**config.mk**
```make
export PLATFORM = sky130hd
export DESIGN_NAME = console_controller_registers_unit
export DESIGN_NICKNAME = d
export VERILOG_FILES = /design/src/ccr_pkg.sv /design/src/ccr_ram.sv /design/src/console_controller_registers_unit.sv
export SDC_FILE = /design/constraint.sdc
export NUM_CORES = 1
export LEC_CHECK = 0
export ABC_AREA = 1
export BUFFER_PORTS_ARGS = -buffer_cell sky130_fd_sc_hd__buf_2
export CAP_MARGIN = 20
export CORE_MARGIN = 3
export CORE_UTILIZATION = 28
export CTS_CLUSTER_SIZE = 8
export DETAILED_ROUTE_END_ITERATION = 10
export HOLD_SLACK_MARGIN = 0.05
export PLACE_DENSITY = 0.55
export SLEW_MARGIN = 15
export SYNTH_ARGS = -nofsm -noshare
export SYNTH_HDL_FRONTEND = slang
export SYNTH_HIERARCHICAL = 1
export SYNTH_SLANG_ARGS = --single-unit
```
**constraint.sdc**
```tcl
create_clock -name clock -period 10.3 [get_ports clock]
set_clock_uncertainty 0.1 [all_clocks]
set_input_delay 1.545 -clock clock [delete_from_list [all_inputs] [get_ports clock]]
set_output_delay 1.545 -clock clock [all_outputs]
set_load 0.02 [all_outputs]
```
**src/ccr_pkg.sv**
```systemverilog
// shared types, codes and helpers of the console controller register unit
// no dependencies
`timescale 1ns / 1ps

package ccr_pkg;

   // receive queue depth default
   localparam int RX_DEPTH_DEFAULT = 16;

   // item kinds
   localparam logic [2:0] CMD_CONTROL  = 3'd0;
   localparam logic [2:0] CMD_SKIP     = 3'd1;
   localparam logic [2:0] CMD_INPUT    = 3'd2;
   localparam logic [2:0] CMD_OUTPUT   = 3'd3;
   localparam logic [2:0] CMD_KEYBOARD = 3'd4;

   // control functions
   localparam logic [3:0] F_CTL_ECHO_OFF  = 4'o10;
   localparam logic [3:0] F_CTL_ECHO_ON   = 4'o12;
   localparam logic [3:0] F_CTL_MASK_ON   = 4'o15;
   localparam logic [3:0] F_CTL_MASK_OFF  = 4'o16;
   localparam logic [3:0] F_CTL_MASK_OFF2 = 4'o17;

   // skip functions
   localparam logic [3:0] F_SKP_RX_READY = 4'o04;

   // input functions
   localparam logic [3:0] F_INA_CHAR_OR  = 4'o00;
   localparam logic [3:0] F_INA_CHAR_LD  = 4'o10;
   localparam logic [3:0] F_INA_REG0     = 4'o04;
   localparam logic [3:0] F_INA_REG3     = 4'o07;
   localparam logic [3:0] F_INA_ID       = 4'o11;
   localparam logic [3:0] F_INA_CLOCK    = 4'o17;

   // output functions
   localparam logic [3:0] F_OTA_CHAR     = 4'o00;
   localparam logic [3:0] F_OTA_REG0     = 4'o04;
   localparam logic [3:0] F_OTA_REG3     = 4'o07;
   localparam logic [3:0] F_OTA_RX_VEC   = 4'o16;
   localparam logic [3:0] F_OTA_CLOCK    = 4'o17;

   // constants
   localparam logic [15:0] DEVICE_ID_RESET = 16'o104;
   localparam logic [15:0] YEAR_HIGH_MARK  = 16'o240;
   localparam logic [7:0]  CHAR_BIT7       = 8'h80;
   localparam logic [5:0]  SECOND_MAX      = 6'd59;
   localparam logic [3:0]  CLOCK_IDLE      = 4'd8;

   // one input item
   typedef struct packed {
      logic [2:0]  cmd;
      logic [3:0]  func;
      logic [15:0] a_data;
      logic [6:0]  rx_char;
      logic [7:0]  year_since_1900;
      logic [3:0]  month_zero_based;
      logic [4:0]  day_of_month;
      logic [2:0]  weekday_zero_based;
      logic [4:0]  hour_of_day;
      logic [5:0]  minute_of_hour;
      logic [5:0]  second_of_minute;
   } req_type;

   // one result item
   typedef struct packed {
      logic [15:0] a_out;
      logic        a_write;
      logic        done_flag;
      logic        tx_valid;
      logic [6:0]  tx_char;
      logic        rx_irq;
      logic [15:0] irq_vector;
   } rsp_type;

   // two low decimal digits of an 8-bit value, by shift-and-add-3
   function automatic logic [7:0] bcd_low2(input logic [7:0] v);
      logic [11:0] digits;
      digits = '0;
      for (int i = 7; i >= 0; i--) begin
         for (int d = 0; d < 3; d++) begin
            if (digits[d*4 +: 4] >= 4'd5) begin
               digits[d*4 +: 4] = digits[d*4 +: 4] + 4'd3;
            end
         end
         digits = {digits[10:0], v[i]};
      end
      return digits[7:0];
   endfunction

endpackage

```
**src/ccr_ram.sv**
```systemverilog
// generic single-port-write, single-port-read ram with registered read
// no dependencies
`timescale 1ns / 1ps

module ccr_ram #(
   parameter int WIDTH = 8,
   parameter int DEPTH = 16,
   localparam int AW = (DEPTH > 1) ? $clog2(DEPTH) : 1
) (
   input  logic             clock,
   input  logic             wr_en,
   input  logic [AW-1:0]    wr_addr,
   input  logic [WIDTH-1:0] wr_data,
   input  logic [AW-1:0]    rd_addr,
   output logic [WIDTH-1:0] rd_data
);

   logic [WIDTH-1:0] mem_ff [DEPTH];
   logic [WIDTH-1:0] rd_data_ff;

   // write port and registered read, old data on a collision
   always_ff @(posedge clock) begin
      if (wr_en) begin
         mem_ff[wr_addr] <= wr_data;
      end
      rd_data_ff <= mem_ff[rd_addr];
   end

   assign rd_data = rd_data_ff;

endmodule

```
**src/console_controller_registers_unit.sv**
```systemverilog
// console controller register unit, top level
// depends on ccr_pkg and ccr_ram
`timescale 1ns / 1ps

// Serial console controller at register level. Each request item is one I/O
// order from the processor (control, skip test, input, output) or one
// keyboard character arriving into the receive queue; each produces exactly
// one response item with the new accumulator value, the done flag, an
// optional printer character and the receive interrupt state.
// Channels: req_/rsp_ use valid and stall; an item moves on an edge with
// valid high and stall low. The device ID register is written through
// csr_wr_en / csr_wr_data; the user must do so only while the unit is
// idle; the unit does not enforce it. An accepted request passes the input
// register, then the result register. Throughput: one item per cycle while
// rsp_stall stays low; the decode between the two registers is a single
// pass, and the receive queue ram is read ahead at the next head address.
// Reset (synchronous, active high) empties both stages, the receive queue
// and all control state, and restores the device ID to its default.
// A stalled response holds its register; the input stage then fills and
// req_stall rises until the response is taken.
module console_controller_registers_unit #(
   parameter int RX_DEPTH = ccr_pkg::RX_DEPTH_DEFAULT
) (
   input  logic             clock,
   input  logic             reset,
   input  logic             req_valid,
   output logic             req_stall,
   input  ccr_pkg::req_type req_payload,
   output logic             rsp_valid,
   input  logic             rsp_stall,
   output ccr_pkg::rsp_type rsp_payload,
   input  logic             csr_wr_en,
   input  logic [15:0]      csr_wr_data
);

   localparam int AW = (RX_DEPTH > 1) ? $clog2(RX_DEPTH) : 1;
   localparam int CW = $clog2(RX_DEPTH + 1);

   // pipeline registers
   logic             s1_valid_ff;
   ccr_pkg::req_type s1_item_ff;
   logic             rsp_valid_ff;
   ccr_pkg::rsp_type rsp_item_ff;
   ccr_pkg::rsp_type rsp_item_in;
   logic             advance;
   logic             process;
   logic             accept;

   // control state
   logic [15:0] device_id_ff;
   logic        echo_ff, echo_in;
   logic        mask_ff, mask_in;
   logic        pend_ff, pend_in;
   logic [15:0] pvec_ff, pvec_in;
   logic [15:0] rxvec_ff, rxvec_in;
   logic [15:0] txvec_ff, txvec_in;
   logic [15:0] ctrl_ff [4];
   logic [15:0] ctrl_in [4];
   logic [15:0] cw_ff [8];
   logic [15:0] cw_in [8];
   logic        cw_load;
   logic [3:0]  cidx_ff, cidx_in;

   // receive queue pointers
   logic [AW-1:0] head_ff, head_in;
   logic [CW-1:0] count_ff, count_in;
   logic [CW:0]   tail_sum;
   logic [AW-1:0] tail;
   logic          q_empty, q_full;

   // queue ram ports and read bypass
   logic          ram_wr_en;
   logic [6:0]    ram_rd_data;
   logic          fwd_ff;
   logic [6:0]    fwd_data_ff;
   logic [6:0]    pop_char;

   // snapshot words from the time fields
   logic [15:0] snap [8];
   logic [5:0]  sec_clip;

   // handshake
   assign advance   = !rsp_valid_ff || !rsp_stall;
   assign process   = s1_valid_ff && advance;
   assign req_stall = s1_valid_ff && !advance;
   assign accept    = req_valid && !req_stall;

   // queue status and write position
   assign q_empty  = (count_ff == '0);
   assign q_full   = (count_ff == CW'(RX_DEPTH));
   assign tail_sum = (CW+1)'(head_ff) + (CW+1)'(count_ff);
   assign tail     = (tail_sum >= (CW+1)'(RX_DEPTH)) ?
                     AW'(tail_sum - (CW+1)'(RX_DEPTH)) : AW'(tail_sum);
   assign pop_char = fwd_ff ? fwd_data_ff : ram_rd_data;
   assign ram_wr_en = process && (s1_item_ff.cmd == ccr_pkg::CMD_KEYBOARD) && !q_full;

   // clock snapshot encoding
   assign sec_clip = (s1_item_ff.second_of_minute > ccr_pkg::SECOND_MAX) ?
                     ccr_pkg::SECOND_MAX : s1_item_ff.second_of_minute;

   always_comb begin
      snap[0] = {8'h00, ccr_pkg::bcd_low2(s1_item_ff.year_since_1900)};
      if (s1_item_ff.year_since_1900 > 8'd99 && s1_item_ff.year_since_1900 < 8'd128) begin
         snap[0] = snap[0] + ccr_pkg::YEAR_HIGH_MARK;
      end
      snap[1] = {8'h00, ccr_pkg::bcd_low2(8'(s1_item_ff.month_zero_based) + 8'd1)};
      snap[2] = {8'h00, ccr_pkg::bcd_low2(8'(s1_item_ff.day_of_month))};
      snap[3] = {8'h00, ccr_pkg::bcd_low2(8'(s1_item_ff.weekday_zero_based) + 8'd1)};
      snap[4] = {8'h00, ccr_pkg::bcd_low2(8'(s1_item_ff.hour_of_day))};
      snap[5] = {8'h00, ccr_pkg::bcd_low2(8'(s1_item_ff.minute_of_hour))};
      snap[6] = {8'h00, ccr_pkg::bcd_low2(8'(sec_clip))};
      snap[7] = '0;
   end

   // order decode and next state
   always_comb begin
      echo_in  = echo_ff;
      mask_in  = mask_ff;
      pend_in  = pend_ff;
      pvec_in  = pvec_ff;
      rxvec_in = rxvec_ff;
      txvec_in = txvec_ff;
      ctrl_in  = ctrl_ff;
      cw_in    = snap;
      cw_load  = 1'b0;
      cidx_in  = cidx_ff;
      head_in  = head_ff;
      count_in = count_ff;
      rsp_item_in = '0;

      if (process) begin
         unique case (s1_item_ff.cmd)
            ccr_pkg::CMD_CONTROL: begin
               unique case (s1_item_ff.func) inside
                  ccr_pkg::F_CTL_ECHO_OFF: echo_in = 1'b0;
                  ccr_pkg::F_CTL_ECHO_ON:  echo_in = 1'b1;
                  ccr_pkg::F_CTL_MASK_ON: begin
                     mask_in = 1'b1;
                     if (!q_empty) begin
                        pend_in = 1'b1;
                        pvec_in = rxvec_ff;
                     end
                  end
                  ccr_pkg::F_CTL_MASK_OFF, ccr_pkg::F_CTL_MASK_OFF2: begin
                     mask_in = 1'b0;
                     pend_in = 1'b0;
                  end
                  default: ;
               endcase
            end
            ccr_pkg::CMD_SKIP: begin
               rsp_item_in.done_flag =
                  !(s1_item_ff.func == ccr_pkg::F_SKP_RX_READY && !q_empty);
            end
            ccr_pkg::CMD_INPUT: begin
               rsp_item_in.done_flag = 1'b1;
               unique case (s1_item_ff.func) inside
                  ccr_pkg::F_INA_CHAR_OR, ccr_pkg::F_INA_CHAR_LD: begin
                     if (q_empty) begin
                        rsp_item_in.done_flag = 1'b0;
                     end else begin
                        head_in  = (head_ff == AW'(RX_DEPTH - 1)) ? '0 : head_ff + AW'(1);
                        count_in = count_ff - CW'(1);
                        if (echo_ff) begin
                           rsp_item_in.tx_valid = 1'b1;
                           rsp_item_in.tx_char  = pop_char;
                        end
                        rsp_item_in.a_write = 1'b1;
                        if (s1_item_ff.func == ccr_pkg::F_INA_CHAR_OR) begin
                           rsp_item_in.a_out = s1_item_ff.a_data |
                                               {8'h00, ccr_pkg::CHAR_BIT7 | {1'b0, pop_char}};
                        end else begin
                           rsp_item_in.a_out = {8'h00, ccr_pkg::CHAR_BIT7 | {1'b0, pop_char}};
                        end
                     end
                  end
                  [ccr_pkg::F_INA_REG0:ccr_pkg::F_INA_REG3]: begin
                     rsp_item_in.a_write = 1'b1;
                     rsp_item_in.a_out   = ctrl_ff[s1_item_ff.func[1:0]];
                  end
                  ccr_pkg::F_INA_ID: begin
                     rsp_item_in.a_write = 1'b1;
                     rsp_item_in.a_out   = device_id_ff;
                  end
                  ccr_pkg::F_INA_CLOCK: begin
                     rsp_item_in.a_write = 1'b1;
                     if (cidx_ff < ccr_pkg::CLOCK_IDLE) begin
                        rsp_item_in.a_out = cw_ff[cidx_ff[2:0]];
                        cidx_in = cidx_ff + 4'd1;
                     end else begin
                        rsp_item_in.a_out = txvec_ff;
                     end
                  end
                  default: ;
               endcase
            end
            ccr_pkg::CMD_OUTPUT: begin
               rsp_item_in.done_flag = 1'b1;
               unique case (s1_item_ff.func) inside
                  ccr_pkg::F_OTA_CHAR: begin
                     rsp_item_in.tx_valid = 1'b1;
                     rsp_item_in.tx_char  = s1_item_ff.a_data[6:0];
                  end
                  [ccr_pkg::F_OTA_REG0:ccr_pkg::F_OTA_REG3]: begin
                     ctrl_in[s1_item_ff.func[1:0]] = s1_item_ff.a_data;
                  end
                  ccr_pkg::F_OTA_RX_VEC: rxvec_in = s1_item_ff.a_data;
                  ccr_pkg::F_OTA_CLOCK: begin
                     if (s1_item_ff.a_data == '0) begin
                        cw_load = 1'b1;
                        cidx_in = '0;
                     end else begin
                        cidx_in  = ccr_pkg::CLOCK_IDLE;
                        txvec_in = s1_item_ff.a_data;
                     end
                  end
                  default: ;
               endcase
            end
            ccr_pkg::CMD_KEYBOARD: begin
               if (mask_ff) begin
                  pend_in = 1'b1;
                  pvec_in = rxvec_ff;
               end
               if (!q_full) begin
                  count_in = count_ff + CW'(1);
               end
            end
            default: ;
         endcase

         // interrupt state after this item, shown for every kind of item
         rsp_item_in.rx_irq     = pend_in;
         rsp_item_in.irq_vector = pend_in ? pvec_in : '0;
      end
   end

   // receive queue storage
   ccr_ram #(
      .WIDTH (7),
      .DEPTH (RX_DEPTH)
   ) u_rx_ram (
      .clock   (clock),
      .wr_en   (ram_wr_en),
      .wr_addr (tail),
      .wr_data (s1_item_ff.rx_char),
      .rd_addr (head_in),
      .rd_data (ram_rd_data)
   );

   // input stage
   always_ff @(posedge clock) begin
      if (reset) begin
         s1_valid_ff <= 1'b0;
      end else if (accept) begin
         s1_valid_ff <= 1'b1;
      end else if (process) begin
         s1_valid_ff <= 1'b0;
      end
      if (accept) begin
         s1_item_ff <= req_payload;
      end
   end

   // result stage
   always_ff @(posedge clock) begin
      if (reset) begin
         rsp_valid_ff <= 1'b0;
      end else if (advance) begin
         rsp_valid_ff <= s1_valid_ff;
      end
      if (process) begin
         rsp_item_ff <= rsp_item_in;
      end
   end

   // read bypass when the queue write hits the next read address
   always_ff @(posedge clock) begin
      if (reset) begin
         fwd_ff <= 1'b0;
      end else begin
         fwd_ff <= ram_wr_en && (tail == head_in);
      end
      fwd_data_ff <= s1_item_ff.rx_char;
   end

   // control state registers
   always_ff @(posedge clock) begin
      if (reset) begin
         device_id_ff <= ccr_pkg::DEVICE_ID_RESET;
         echo_ff      <= 1'b0;
         mask_ff      <= 1'b0;
         pend_ff      <= 1'b0;
         pvec_ff      <= '0;
         rxvec_ff     <= '0;
         txvec_ff     <= '0;
         for (int i = 0; i < 4; i++) begin
            ctrl_ff[i] <= '0;
         end
         cidx_ff      <= ccr_pkg::CLOCK_IDLE;
         head_ff      <= '0;
         count_ff     <= '0;
      end else begin
         if (csr_wr_en) begin
            device_id_ff <= csr_wr_data;
         end
         echo_ff  <= echo_in;
         mask_ff  <= mask_in;
         pend_ff  <= pend_in;
         pvec_ff  <= pvec_in;
         rxvec_ff <= rxvec_in;
         txvec_ff <= txvec_in;
         ctrl_ff  <= ctrl_in;
         cidx_ff  <= cidx_in;
         head_ff  <= head_in;
         count_ff <= count_in;
      end
   end

   // snapshot words, only read after a snapshot has been taken
   always_ff @(posedge clock) begin
      if (cw_load) begin
         cw_ff <= cw_in;
      end
   end

   assign rsp_valid   = rsp_valid_ff;
   assign rsp_payload = rsp_item_ff;

endmodule

```
Word-level counts from Yosys, hierarchy flattened
Memories as Yosys holds them, arrays and structs flattened. A register that Yosys moved wholly into a read port is not among the register bits.
Cells that the tools add are included.
Widths: inputs -> output; s select.

storage, ports and cells
  RAM bits = 112
  bits in registers = 315
  memories = 1
  bits of input ports = 88

memory list
  name             words  bits a word  rd ports  clocked after memory_dff  write ports  RTL line       RTL
  u_rx_ram.mem_ff  16     7            1         1                         1            ccr_ram.sv:18  logic [WIDTH-1:0] mem_ff [DEPTH];

cells by class
  $lt $le $gt $ge = 41
  reductions and logical operators = 36
  bitwise operators = 4
  add/subtract/negate cells = 40
  eq/ne operators = 20
  muxes and demuxes = 88

operator list
  kind                 count
  $mux 16              10
  $mux 4               29
  $ge 4x3->1 const B   22
  $add 4x2->4 const B  18
  $pmux 17 s4          1
  $bwmux 64            1
  $bmux 16 s3          1
  $mux 3               12
  $bmux 16 s2          1
  $demux 16 s2         1
  $mux 8               4
  $pmux 16 s2          1
  $eq 4x4->1 const B   7
  $ge 3x3->1 const B   9
  $add 3x2->4 const B  5
  $mux 17              1
  $logic_not 16->1     1
  $or 16x8->16         1
  $pmux 8 s2           1
  $mux 5               3
  $add 3x2->3 const B  4
  $mux 1               12
  $reduce_and 3->1     4
  $logic_and 1x1->1    10
  other kinds (46)     70

Logic depth before layout (Yosys ltp)
  word-level depth = 12
  gate-level depth with buffers = 35

Hierarchy
Netlist, hierarchy kept.

modules (own cells, without submodules)
  module                             cells each  area each (µm²)  instances  sequential area each (µm²)
  console_controller_registers_unit  1620        14453.9          1          7767.4
  ccr_ram                            485         5034.8           1          3503.4

Worst setup path before layout
No wires, ideal clock.

  path type = input to register
  start = input rsp_stall
  end = register cw_ff[100] in the netlist's numbering, enable pin
  slack = 2543 ps
  stages = 5
  library setup time = 506 ps
  data arrival time = 7151 ps
  cell sequence = nand2_1 -> inv_1 -> nor2_1 -> nand2_1 -> nor3_1

between the ends
  word-level cells in the longest chain between the ends = 4

ends and longest elaborated chain
  item                    RTL line                                  RTL
  start: declaration      console_controller_registers_unit.sv:30   input logic rsp_stall,
  $logic_not 1->1         console_controller_registers_unit.sv:83   assign advance = !rsp_valid_ff || !rsp_stall;
  $logic_or 1x1->1        console_controller_registers_unit.sv:83
  $logic_and 1x1->1       console_controller_registers_unit.sv:84   assign process = s1_valid_ff && advance;
  via process             console_controller_registers_unit.sv:46   logic process;
  $mux 1                  console_controller_registers_unit.sv:131  if (process) begin
  via cw_load             console_controller_registers_unit.sv:61   logic cw_load;
  end signal: assignment  console_controller_registers_unit.sv:323  cw_ff <= cw_in;
  end: declaration        console_controller_registers_unit.sv:59   logic [15:0] cw_ff [8];

The timed path passes the listed nets, and every way through them passes these cells.
A chain may end at the register's enable or synchronous reset.

Worst setup path in the final report
  start = input rsp_stall
  end = register u_rx_ram.rd_data_ff[6] (netlist: u_rx_ram/rd_data[6]) (read register of u_rx_ram.mem_ff)

between the ends
  word-level cells in the longest chain between the ends = 4

ends and longest elaborated chain
  item               RTL line                                  RTL
  $logic_not 1->1    console_controller_registers_unit.sv:83
  $logic_or 1x1->1   console_controller_registers_unit.sv:83
  $logic_and 1x1->1  console_controller_registers_unit.sv:84
  via process        console_controller_registers_unit.sv:46
  $mux 4             console_controller_registers_unit.sv:131
  via head_in[0]     console_controller_registers_unit.sv:65   logic [AW-1:0] head_ff, head_in;
  end: declaration   ccr_ram.sv:19                             logic [WIDTH-1:0] rd_data_ff;

The timed path passes the listed nets, and every way through them passes these cells.

==> flow_summary_export.csv <==
group,metric,value,unit
run_status,status,"complete, no violations",
clock_network,clk_pin_slew,0.05,ns
power,power_density,178,nW/um^2
logic_synthesis,synth.top_cell.area_share,0.413,
power,peakVddDrop,0.121,mV
min_path,hold_start,"cw_in[48]$_DFFE_PP_",
critical_path,reg2reg_from,"s1_item_ff[60]$_DFFE_PP_",
logic_synthesis,synthArstFlopShare,0,
clock_network,cts_made_buffers,60,
logic_synthesis,netlist_area,19500,sq um
floorplan,num_rows,96,
floorplan,dieArea,72800,sq um
cells_and_area,nNetsFinal,2369,
logic_synthesis,ys_types,54,
routing,drt_iter0_markers,1198,
logic_synthesis,synth_compound_area_frac,0.139,
critical_path,slowest_stage,"inv_2",
placed_design,place.detailed.instances,3096,
routing,drt_first_pass_iters,6,
global_routing,grt_overflow_total,0,
critical_path,path_cells,"buf_2 > nand2_1 > inv_1 > nor2_4 > buf_4 > nand2_1 > nor2_4 > o21ai_0 > o21ai_0 > clkinv_1 > buf_4 > inv_2 > nand2_1 > nand3_1 > nand3_1 > nand3_1 > nand2_1",
sta,rsz0062_at_grt,"false",
global_routing,grt_pass1_wl,83.0,mm
routing,viasPerCell,4.65,
clock_network,cts_hold_buf,0,
clock_network,clock-sinks,429,
logic_synthesis,synthAdderAreaFrac,0.0329,
routing,wl_per_cell,16.6,um
floorplan,die_h,270,um
critical_path,crit_buf_inv,6,
logic_synthesis,synth_top_family_by_area,"simple AND/OR/NAND/NOR gates",
placed_design,hpwl,36.8,mm
cells_and_area,num-fill-cells,7023,
clock_network,post_cts_resize_count,0,
logic_synthesis,synthMuxAreaShare,0.00411,
global_routing,grt_pass1_vias,14900,
critical_path,cp-startpoint,"rsp_stall",
sta,hold_viol_final,0,
global_routing,grt_max_degree,117,
placed_design,io_buffers,132,
logic_synthesis,synthTopCellsByArea,"edfxtp_1 41%, dfxtp_1 17%, inv_1 6.6%",
cells_and_area,area_growth,17.4,%
logic_synthesis,ys_warn_count,6,
logic_synthesis,synth_flop_cell,"edfxtp_1",
sta,finalCritPeriodShare,0.460,
logic_synthesis,syn-num-nets,2243,
critical_path,cpPeakStageDelay,0.75,ns
logic_synthesis,synth_edf_count,268,
floorplan,io_pins,133,
logic_synthesis,synthSimpleGateAreaFrac,0.147,
critical_path,end_kind,"register",
critical_path,worstSetupStartpointType,"input pin",
sta,fin_setup_tns,0,ns
clock_network,cts.htree.levels,2,
power,total_power,4.08,mW
global_routing,grt_usage,0.143,
sta,slew_headroom,0.230,
power,cellLeakagePower,9.20,nW
clock_network,cts_setup_buffers,0,
logic_synthesis,synth_seq_cells,429,
sta,setup_viol,0,
global_routing,antenna_found_initial,2,
cells_and_area,fin_cells,3209,
cells_and_area,num_antenna_cells,0,
min_path,hold_class,"register to register",
logic_synthesis,seq_area_frac_synth,0.578,
sta,worstMarginPinSlew,1.15,ns
sta,max_freq,0.211,GHz
logic_synthesis,synth_area_per_cell,9.26,sq um
cells_and_area,drive_above_1_share,0.108,
clock_network,clk_path_buf_depth,3,
critical_path,path_class,"input pin to register",
routing,routed_wl,53.4,mm
critical_path,path_delay_family,"buffers and inverters",
critical_path,crit_fanout,57,
clock_network,clk_latency,0.62,ns
critical_path,cp_common_cell,"nand2_1",
critical_path,worstPathRequired,10.69,ns
sta,final-max-slew-violation-count,0,
clock_network,cts_tree,"built",
placed_design,place_congestion,0.848,
logic_synthesis,synth_largest_area_cell,"edfxtp_1",
routing,ant_nets,0,
critical_path,critical_path_arrival,5.13,ns
sta,fin_crit,4.74,ns
floorplan,coreArea,68800,sq um
floorplan,die_w,270,um
cells_and_area,utilization,0.332,
floorplan,start_util,0.283,
flow_run,drv_cap,0,
logic_synthesis,synthesis.instances,2105,
routing,vias,14900,
logic_synthesis,synthXorXnorAreaFrac,0.0134,
clock_network,cts_root_buf,"clkbuf_16",
routing,route.detailed.drc,0,
[area by class of cell]
type / count / area, sq um / share of cell area
Clock inverter: 3 / 47.5 / 0.00208
Multi-Input combinational cell: 1248 / 6570 / 0.287
Clock buffer: 106 / 1720 / 0.0750
Inverter: 347 / 1310 / 0.0570
Timing Repair Buffer: 145 / 798 / 0.0349
Sequential cell: 429 / 11300 / 0.493
Tap cell: 931 / 1160 / 0.0509
[flip-flops by register name, summed over array words and instances (netlist names), 5 cells and up]
signal	flops
u_rx_ram/mem_ff	112
ctrl_ff	64
s1_item_ff	64
cw_ff	46
rsp_payload	43
device_id_ff	16
pvec_ff	16
rxvec_ff	16
txvec_ff	16
fwd_data_ff	7
u_rx_ram/rd_data	7
count_ff	5
[final timing paths]
| kind | endpoint | slack [ns] | depth (start not counted) |
|---|---|---|---|
| worst min-delay path | cw_ff[48]$_DFFE_PP_ | 0.32 | 0 |
| worst min register to register | cw_ff[48]$_DFFE_PP_ | 0.32 | 0 |
| worst max register to register | u_rx_ram/rd_data[6]$_DFF_P_ | 5.92 | 17 |
| worst max-delay path | u_rx_ram/rd_data[6]$_DFF_P_ | 5.56 | 17 |
[cell families after synthesis]
logic type	count (synthesis)
xor+xnor	29
mux	8
simple gates	679
compound gates	482
flops	429
buf+inv	428
fa+ha+maj	50
[routing by layer]
layer  vias to the layer above  wire length (um)  track usage
li1                       7323                 -            -
met1                      7063             23800        0.189
met2                       443             24900        0.238
met3                        87              3320       0.0260
met4                         2              1320       0.0470
met5                         -                20            0
[synth_stat cells (all sizes together) (2+ instances only)]
cell     number
a2bb2oi       2
o32ai         6
a41oi        10
dfxtp       161
o21ai       226
o21bai        3
buf          24
o21a          2
and2          3
o22ai        29
xor2         25
a22oi        10
or2           4
o211ai        4
clkbuf       57
inv         346
nand2       353
a22o          2
fa            2
ha           48
a21boi        6
o221ai       16
nand3b        5
nor2        154
a31oi         5
a211oi        6
a221oi        3
nand4         7
edfxtp      268
nand3       136
a21oi       148
nor3          7
nor4          9
mux2i         8
xnor2         4
[metrics by stage]
stage	hold slack, ns	setup slack (ns)	cell area (sq um)
floorplan	0.300	2.54	19500
global placement	0.305	4.57	21000
detailed placement	0.307	4.49	21100
CTS	0.318	5.14	22800
global route	0.324	5.25	22900
finish	0.317	5.56	22900
[cell usage in the layout, fill, tap and decap left out, drive strengths merged, types with 2 or more instances in the layout]
| cell | n |
|---|---|
| a221oi | 3 |
| dfxtp | 161 |
| nor3 | 7 |
| a41oi | 10 |
| o221ai | 16 |
| nand3b | 5 |
| o32ai | 6 |
| a22o | 2 |
| a211oi | 6 |
| o22ai | 29 |
| o21a | 2 |
| nor4 | 9 |
| buf | 144 |
| ha | 48 |
| fa | 2 |
| clkbuf | 107 |
| a2bb2oi | 2 |
| edfxtp | 268 |
| nand2 | 353 |
| mux2i | 8 |
| nand4 | 7 |
| o21bai | 3 |
| a22oi | 10 |
| xnor2 | 4 |
| inv | 345 |
| xor2 | 25 |
| a31oi | 5 |
| a21boi | 6 |
| a21oi | 148 |
| o211ai | 4 |
| nand3 | 136 |
| nor2 | 154 |
| or2 | 4 |
| clkinv | 4 |
| o21ai | 226 |
| and2 | 3 |
[power by group]
group	switching (mW)	internal, mW	total (mW)
sequential	0.0420	1.88	1.92
combinational	0.208	0.104	0.312
clock	0.733	1.11	1.85
No activity file was read; power rests on OpenSTA's default activity.
